<file path="src/hw/rtl/bsf_pkg.sv">
// bsf_pkg: types, register indexes and helpers shared by the framer modules
// no dependencies
`default_nettype none

package bsf_pkg;

  localparam int unsigned MaxRes = 4;
  localparam int unsigned ResIdxW = 2;
  localparam int unsigned CfgIdxW = 3;
  localparam int unsigned CfgDataW = 16;

  // register indexes
  localparam logic [CfgIdxW-1:0] RegDirection = 3'd0;
  localparam logic [CfgIdxW-1:0] RegFlagByte = 3'd1;
  localparam logic [CfgIdxW-1:0] RegEscapeByte = 3'd2;
  localparam logic [CfgIdxW-1:0] RegFlagCode = 3'd3;
  localparam logic [CfgIdxW-1:0] RegEscapeCode = 3'd4;
  localparam logic [CfgIdxW-1:0] RegMaxFrameLen = 3'd5;

  localparam logic DirEncode = 1'b0;

  typedef struct packed {
    logic [7:0] data_byte;
    logic       frame_last;
  } in_t;

  typedef struct packed {
    logic [7:0] out_byte;
    logic       byte_valid;
    logic       frame_end;
    logic       frame_error;
    logic       run_last;
  } out_t;

  // all results caused by one input byte
  typedef struct packed {
    out_t [MaxRes-1:0]  res;
    logic [ResIdxW-1:0] last_idx;
  } run_t;

  function automatic out_t mk_res(input logic [7:0] b, input logic valid,
                                  input logic fend, input logic ferr);
    out_t r;
    r.out_byte    = valid ? b : 8'd0;
    r.byte_valid  = valid;
    r.frame_end   = fend;
    r.frame_error = ferr;
    r.run_last    = 1'b0;
    return r;
  endfunction

endpackage

`default_nettype wire

</file>
<file path="src/hw/rtl/byte_stuffing_framer_core.sv">
// byte_stuffing_framer_core: escape/unescape framer, top level
// uses bsf_pkg, bsf_front, bsf_queue, bsf_back
//
// input side is a queue write: an item (data_byte, frame_last) is taken on
// a clock edge with push high and full low. results come out as a queue
// read: while empty is low the oldest result is on result, and pop takes it.
// the front part classifies each byte against the frame state in the same
// cycle and writes the whole run of its results (one to four) into a
// QueueDepth-entry run queue; bytes that give no result write nothing.
// the back part hands out one result per pop from the head run.
// a byte's results are written into the run queue when the byte is accepted.
// throughput: one byte per cycle in while full is low, one result per cycle
// out while pop is high; a stuffed byte gives two results, so heavy stuffing
// is bounded by the single result port.
// if the receiver stalls, the queue fills and full rises; nothing is lost.
// reset restores the default registers (encode, flag 126, escape 125,
// codes 2 and 1, length 1024), clears the frame state and empties the queue.
// configuration writes (wr_en, wr_index, wr_data) are registered and apply to
// later bytes; writing the direction register also clears the frame state.
`default_nettype none

module byte_stuffing_framer_core #(
  parameter int unsigned QueueDepth = 4
) (
  input  wire logic                         clk,
  input  wire logic                         rst,
  input  wire logic                         wr_en,
  input  wire logic [bsf_pkg::CfgIdxW-1:0]  wr_index,
  input  wire logic [bsf_pkg::CfgDataW-1:0] wr_data,
  input  wire logic                         push,
  output logic                              full,
  input  wire bsf_pkg::in_t                 item,
  output logic                              empty,
  input  wire logic                         pop,
  output bsf_pkg::out_t                     result
);
  import bsf_pkg::*;

  logic accept;
  logic run_push;
  run_t run;
  logic run_valid;
  run_t head;
  logic run_done;

  assign accept = push && !full;

  bsf_front u_front (
    .clk      (clk),
    .rst      (rst),
    .wr_en    (wr_en),
    .wr_index (wr_index),
    .wr_data  (wr_data),
    .accept   (accept),
    .item     (item),
    .run_push (run_push),
    .run      (run)
  );

  bsf_queue #(
    .Depth (QueueDepth)
  ) u_queue (
    .clk    (clk),
    .rst    (rst),
    .wr     (run_push),
    .wr_run (run),
    .full   (full),
    .rd     (run_done),
    .valid  (run_valid),
    .head   (head)
  );

  bsf_back u_back (
    .clk       (clk),
    .rst       (rst),
    .run_valid (run_valid),
    .head      (head),
    .run_done  (run_done),
    .empty     (empty),
    .pop       (pop),
    .result    (result)
  );

endmodule

`default_nettype wire

</file>
<file path="src/hw/rtl/bsf_front.sv">
// bsf_front: configuration registers, frame state and per-byte classification
// builds one run of up to four results per request; uses bsf_pkg
`default_nettype none

module bsf_front (
  input  wire logic                     clk,
  input  wire logic                     rst,
  input  wire logic                     wr_en,
  input  wire logic [bsf_pkg::CfgIdxW-1:0]  wr_index,
  input  wire logic [bsf_pkg::CfgDataW-1:0] wr_data,
  input  wire logic                     accept,
  input  wire bsf_pkg::in_t             item,
  output logic                          run_push,
  output bsf_pkg::run_t                 run
);
  import bsf_pkg::*;

  logic        direction;
  logic [7:0]  flag_byte;
  logic [7:0]  escape_byte;
  logic [7:0]  flag_code;
  logic [7:0]  escape_code;
  logic [15:0] max_frame_len;

  logic        in_frame, in_frame_next;
  logic [15:0] byte_count, byte_count_next;
  logic        escape_pending, escape_pending_next;
  logic        dropping, dropping_next;

  out_t [MaxRes-1:0] res;
  logic [2:0]        n;
  logic [16:0]       cnt;
  logic [16:0]       max17;
  logic              err;
  logic [7:0]        d;
  logic              last;

  assign d     = item.data_byte;
  assign last  = item.frame_last;
  assign max17 = {1'b0, max_frame_len};

  always_comb begin
    res                 = '0;
    n                   = 3'd0;
    err                 = 1'b0;
    cnt                 = {1'b0, byte_count};
    in_frame_next       = in_frame;
    byte_count_next     = byte_count;
    escape_pending_next = escape_pending;
    dropping_next       = dropping;
    if (dropping) begin
      if (last) begin
        dropping_next = 1'b0;
        in_frame_next = 1'b0;
        byte_count_next = 16'd0;
        escape_pending_next = 1'b0;
      end
    end else begin
      if (direction == DirEncode) begin
        if (!in_frame) begin
          res[n[1:0]] = mk_res(flag_byte, 1'b1, 1'b0, 1'b0);
          n = n + 3'd1;
          cnt = 17'd1;
          in_frame_next = 1'b1;
        end
        // flag test first, so it wins when flag equals escape
        if (d == flag_byte || d == escape_byte) begin
          if (cnt + 17'd2 > max17) begin
            err = 1'b1;
          end else begin
            res[n[1:0]] = mk_res(escape_byte, 1'b1, 1'b0, 1'b0);
            n = n + 3'd1;
            res[n[1:0]] = mk_res((d == flag_byte) ? flag_code : escape_code,
                                 1'b1, 1'b0, 1'b0);
            n = n + 3'd1;
            cnt = {1'b0, 16'(cnt + 17'd2)};
          end
        end else if (cnt >= max17) begin
          err = 1'b1;
        end else begin
          res[n[1:0]] = mk_res(d, 1'b1, 1'b0, 1'b0);
          n = n + 3'd1;
          cnt = {1'b0, 16'(cnt + 17'd1)};
        end
        byte_count_next = cnt[15:0];
        if (!err && last) begin
          if (cnt >= max17) begin
            err = 1'b1;
          end else begin
            res[n[1:0]] = mk_res(flag_byte, 1'b1, 1'b1, 1'b0);
            n = n + 3'd1;
            in_frame_next = 1'b0;
            byte_count_next = 16'd0;
            escape_pending_next = 1'b0;
          end
        end
      end else begin
        cnt = {1'b0, byte_count} + 17'd1;
        in_frame_next = 1'b1;
        if (cnt >= max17) begin
          err = 1'b1;
        end else begin
          byte_count_next = cnt[15:0];
          if (escape_pending) begin
            escape_pending_next = 1'b0;
            if (d == flag_code) begin
              res[n[1:0]] = mk_res(flag_byte, 1'b1, 1'b0, 1'b0);
              n = n + 3'd1;
            end else if (d == escape_code) begin
              res[n[1:0]] = mk_res(escape_byte, 1'b1, 1'b0, 1'b0);
              n = n + 3'd1;
            end else begin
              err = 1'b1;
            end
          end else if (d == escape_byte) begin
            escape_pending_next = 1'b1;
          end else begin
            res[n[1:0]] = mk_res(d, 1'b1, 1'b0, 1'b0);
            n = n + 3'd1;
          end
        end
        if (!err && last) begin
          // lone trailing escape dropped; end on last result, or empty result
          if (n != 3'd0) begin
            res[2'(n - 3'd1)].frame_end = 1'b1;
          end else begin
            res[n[1:0]] = mk_res(8'd0, 1'b0, 1'b1, 1'b0);
            n = n + 3'd1;
          end
          in_frame_next = 1'b0;
          byte_count_next = 16'd0;
          escape_pending_next = 1'b0;
        end
      end
      if (err) begin
        res[n[1:0]] = mk_res(8'd0, 1'b0, 1'b1, 1'b1);
        n = n + 3'd1;
        in_frame_next = 1'b0;
        byte_count_next = 16'd0;
        escape_pending_next = 1'b0;
        dropping_next = !last;
      end
      if (n != 3'd0) begin
        res[2'(n - 3'd1)].run_last = 1'b1;
      end
    end
  end

  assign run.res      = res;
  assign run.last_idx = 2'(n - 3'd1);
  assign run_push     = accept && (n != 3'd0);

  always_ff @(posedge clk) begin
    if (rst) begin
      direction     <= 1'b0;
      flag_byte     <= 8'd126;
      escape_byte   <= 8'd125;
      flag_code     <= 8'd2;
      escape_code   <= 8'd1;
      max_frame_len <= 16'd1024;
    end else if (wr_en) begin
      unique case (wr_index)
        RegDirection:   direction <= wr_data[0];
        RegFlagByte:    flag_byte <= wr_data[7:0];
        RegEscapeByte:  escape_byte <= wr_data[7:0];
        RegFlagCode:    flag_code <= wr_data[7:0];
        RegEscapeCode:  escape_code <= wr_data[7:0];
        RegMaxFrameLen: max_frame_len <= wr_data;
        default: ;
      endcase
    end
  end

  always_ff @(posedge clk) begin
    if (rst || (wr_en && wr_index == RegDirection)) begin
      in_frame       <= 1'b0;
      byte_count     <= 16'd0;
      escape_pending <= 1'b0;
      dropping       <= 1'b0;
    end else if (accept) begin
      in_frame       <= in_frame_next;
      byte_count     <= byte_count_next;
      escape_pending <= escape_pending_next;
      dropping       <= dropping_next;
    end
  end

endmodule

`default_nettype wire

</file>
<file path="src/hw/rtl/bsf_queue.sv">
// bsf_queue: short register queue of result runs between front and back
// uses bsf_pkg
`default_nettype none

module bsf_queue #(
  parameter int unsigned Depth = 4
) (
  input  wire logic          clk,
  input  wire logic          rst,
  input  wire logic          wr,
  input  wire bsf_pkg::run_t wr_run,
  output logic               full,
  input  wire logic          rd,
  output logic               valid,
  output bsf_pkg::run_t      head
);
  import bsf_pkg::*;

  localparam int unsigned PtrW = (Depth > 1) ? $clog2(Depth) : 1;
  localparam int unsigned CntW = $clog2(Depth + 1);
  localparam logic [PtrW-1:0] LastPtr = PtrW'(Depth - 1);
  localparam logic [CntW-1:0] FullCnt = CntW'(Depth);

  run_t            slots [Depth];
  logic [PtrW-1:0] wr_ptr;
  logic [PtrW-1:0] rd_ptr;
  logic [CntW-1:0] count;
  logic            do_wr;
  logic            do_rd;

  assign full  = (count == FullCnt);
  assign valid = (count != '0);
  assign head  = slots[rd_ptr];
  assign do_wr = wr && !full;
  assign do_rd = rd && valid;

  always_ff @(posedge clk) begin
    if (do_wr) begin
      slots[wr_ptr] <= wr_run;
    end
  end

  always_ff @(posedge clk) begin
    if (rst) begin
      wr_ptr <= '0;
      rd_ptr <= '0;
      count  <= '0;
    end else begin
      if (do_wr) begin
        wr_ptr <= (wr_ptr == LastPtr) ? '0 : wr_ptr + PtrW'(1);
      end
      if (do_rd) begin
        rd_ptr <= (rd_ptr == LastPtr) ? '0 : rd_ptr + PtrW'(1);
      end
      if (do_wr && !do_rd) begin
        count <= count + CntW'(1);
      end else if (do_rd && !do_wr) begin
        count <= count - CntW'(1);
      end
    end
  end

endmodule

`default_nettype wire

</file>
<file path="src/hw/rtl/bsf_back.sv">
// bsf_back: walks the head run of the queue and hands out one result per request
// uses bsf_pkg
`default_nettype none

module bsf_back (
  input  wire logic          clk,
  input  wire logic          rst,
  input  wire logic          run_valid,
  input  wire bsf_pkg::run_t head,
  output logic               run_done,
  output logic               empty,
  input  wire logic          pop,
  output bsf_pkg::out_t      result
);
  import bsf_pkg::*;

  logic [ResIdxW-1:0] idx;
  logic               take;

  assign empty    = !run_valid;
  assign result   = head.res[idx];
  assign take     = pop && run_valid;
  assign run_done = take && (idx == head.last_idx);

  always_ff @(posedge clk) begin
    if (rst) begin
      idx <= '0;
    end else if (run_done) begin
      idx <= '0;
    end else if (take) begin
      idx <= idx + ResIdxW'(1);
    end
  end

endmodule

`default_nettype wire
</file>
<file path="config.mk">
export PLATFORM = sky130hd
export DESIGN_NAME = byte_stuffing_framer_core
export DESIGN_NICKNAME = d
export VERILOG_FILES = /design/src/hw/rtl/bsf_pkg.sv /design/src/hw/rtl/byte_stuffing_framer_core.sv /design/src/hw/rtl/bsf_front.sv /design/src/hw/rtl/bsf_queue.sv /design/src/hw/rtl/bsf_back.sv
export SDC_FILE = /design/constraint.sdc
export NUM_CORES = 1
export LEC_CHECK = 0
export BUFFER_PORTS_ARGS = -buffer_cell sky130_fd_sc_hd__buf_2
export CAP_MARGIN = 20
export CORE_MARGIN = 2
export CORE_UTILIZATION = 40
export CTS_CLUSTER_DIAMETER = 120
export DETAILED_ROUTE_END_ITERATION = 8
export GPL_TIMING_DRIVEN = 0
export MAX_ROUTING_LAYER = met4
export SLEW_MARGIN = 20
export SYNTH_ARGS = -nofsm -noshare
export SYNTH_HDL_FRONTEND = slang
export SYNTH_SLANG_ARGS = --single-unit
</file>
<file path="constraint.sdc">
create_clock -name clk -period 10 [get_ports clk]
set_input_delay 3 -clock clk [delete_from_list [all_inputs] [get_ports clk]]
set_output_delay 3 -clock clk [all_outputs]
set_load 0.01 [all_outputs]
</file>
==> qor.yml <==
regToRegSetupSlack_ns: 0.64
p_per_area_nw_per_um2: 191.5
nNetsFinal: 1512
drt_iter0_drc: 934
drive_gt1_frac: 0.1537
finalSetupViolCount: 0
ir_drop_mv: 0.1258
p_seq_frac: 0.439
critPathCaptureType: "register"
p_clk_frac: 0.330
hold_violations: 0
crit_start: "item[4]"
wl_mm: 41.82
vias: 10850
netSwitchingPower_uw: 950.8
std_cell_rows: 71
die_area_sq_um: 39840
p_leak_nw: 6.255
ant_nets: 0
cts_max_level: 1
fin_crit_ns: 9.487
worstSetupPathType: "primary input to register"
fin_cells: 1929
skew_ns: 0.01762
die_x_um: 199.6
worst_pin_slew_ns: 1.036
post-route-util: 0.4592
hp-class: "register to register"
antenna_found_initial: 0
p_total_mw: 3.313
post-place-cells: 1872
clock_sinks: 279
synth-seq-area-share: 0.4958
place_area_sq_um: 16260
grt_max_degree: 45
fmax_mhz: 105.4
ys_async_sr_fraction: 0
design_area_sq_um: 17300
place_ws_ns: -0.5723
final_common_cell: "edfxtp_1"
clockRootBuffer: "clkbuf_16"
setup_slack_ns: 0.5133
whs_ns: 0.4559
n_antenna_cell: 0
outcome: "finished clean"
crit_arrival_ns: 9.98
switching_share: 0.2870
die_h_um: 199.6
overflow: 0
crit_slowest_cell: "o41ai_4"
crit_path_frequent_cell: "ha_1"
ys_ff_latch: 279
dr.pass1.iters: 5
hold_path_startpoint: "u_front.max_frame_len[7]"
p_comb_frac: 0.231
maxCapViolCount: 0
clk_pin_slew_ns: 0.06
synth_nets: 1436
wl_per_cell_um: 21.68
core_area_sq_um: 37670
min_period_over_period: 0.9487
cts_tree: "built"
internal_power_mw: 2.362
track_usage: 0.2220
vias_per_cell: 5.623
io_buffers: 38
initial_core_util: 0.4063
avgSynthCellArea_sq_um: 11.61
rr_startpoint: "u_front.in_frame"
clk_latency_ns: 0.57
dp_hpwl_mm: 30.80
cp_max_fo: 10
synthCells: 1318
io_pins: 47
yosysWarnings: 0
cp.required_ns: 10.50
layout_common_cells: "edfxtp_1, nand2_1, nor2_1"
area_delta_synth_final_pct: 13.03
numCtsBuffers: 30
cpPeakStageDelay_ns: 0.55
cp-start-kind: "primary input"
n_fill_cell: 3489
place_congestion: 0.9314
grt_pass1_vias: 10920
rsz0062_at_grt: "no"
synth_ff_type: "edfxtp_1"
synthesis.area_sq_um: 15300
max-slew-margin-rel: 0.3046
drv_slew: 0
synth_cell_types: 82
clk_path_buf_depth: 3
setup_tns_ns: 0
synth-edff-count: 200
grt_pass1_wl_mm: 64.90
route.detailed.drc: 0
## sequential cells by signal, summed over array words and instances, names as in the netlist, 2 cells and up, named ones only
name and count:
u_queue.slots 200, u_front.byte_count 16, u_front.max_frame_len 16, u_front.escape_byte 8, u_front.escape_code 8, u_front.flag_byte 8
u_front.flag_code 8, u_queue.count 3, u_back.idx 2, u_queue.rd_ptr 2, u_queue.wr_ptr 2
## area by class of cell
| type | count | area (sq um) | area share |
|---|---|---|---|
| Multi-Input combinational cell | 915 | 7222 | 0.4176 |
| Buffer | 80 | 389.1 | 0.02250 |
| Tap cell | 511 | 639.4 | 0.03697 |
| Timing Repair Buffer | 44 | 311.5 | 0.01801 |
| Clock inverter | 19 | 183.9 | 0.01063 |
| Inverter | 44 | 165.2 | 0.009549 |
| Clock buffer | 37 | 797.0 | 0.04608 |
| Sequential cell | 279 | 7587 | 0.4387 |
## metal layers
metal / global-route usage / up-vias / share of wire / wire, um
met5: - / - / 0 / 0
met4: 0.05871 / 0 / 0.025 / 1060
met3: 0.02751 / 64 / 0.052 / 2161
met2: 0.3570 / 299 / 0.47 / 19710
met1: 0.2983 / 5396 / 0.45 / 18890
li1: - / 5088 / - / -
## cells in the mapped netlist, types with 20 or more instances
cell type | n | area share
inv_1 | 42 | 0.010
mux2i_1 | 36 | 0.024
nand2_1 | 128 | 0.031
xnor2_1 | 52 | 0.030
a211oi_1 | 24 | 0.012
nor3_1 | 28 | 0.0092
clkbuf_1 | 49 | 0.012
o21ai_0 | 40 | 0.013
nor2b_1 | 20 | 0.0082
mux4_2 | 62 | 0.091
xor2_1 | 29 | 0.017
ha_1 | 84 | 0.069
edfxtp_1 | 200 | 0.39
nand3_1 | 26 | 0.0085
dfxtp_1 | 79 | 0.10
nor2_1 | 111 | 0.027
a21oi_1 | 68 | 0.022
## critical path: cells and delay by family
family	cells	cell delay [ns]
adder cells (fa/ha/maj)	5	1.31
buffers and inverters	6	0.95
AND/OR/NAND/NOR	8	1.65
AO/OA/AOI/OAI	10	2.53
XOR/XNOR	3	0.50
## power groups by stage
stage / Clock (mW) / Combinational (mW) / Sequential (mW)
global placement: 0 / 0.738 / 1.48
global route: 1.16 / 0.845 / 1.47
finish: 1.09 / 0.766 / 1.46
floorplan: 0 / 0.513 / 1.47
detailed placement: 0 / 0.772 / 1.48
CTS: 1.11 / 0.776 / 1.46
## path summary, 6_finish.rpt
| path | endpoint | cells past startpoint |
|---|---|---|
| setup reg to reg | u_queue.count[2] | 41 |
| setup / recovery | u_queue.count[2] | 32 |
| hold / removal | u_front.max_frame_len[7] | 2 |
| hold reg to reg | u_front.max_frame_len[7] | 2 |
## what timing repair did
action,CTS,global route
pin swaps,0,1
buffers inserted,0,1
endpoints found under the setup margin,1,203
resized for setup,1,13
hold buffers,0,0
## kinds of logic after synthesis
kind of cell               synth area share
buffers and inverters               0.03557
adders and majority gates           0.06999
AOI/OAI and AO/OA                    0.1088
DFF                                  0.4958
muxes                                0.1155
and+or+nand+nor                      0.1279
xor gates and xnor gates            0.04636
Note: power is estimated with default switching activity, not from simulation.
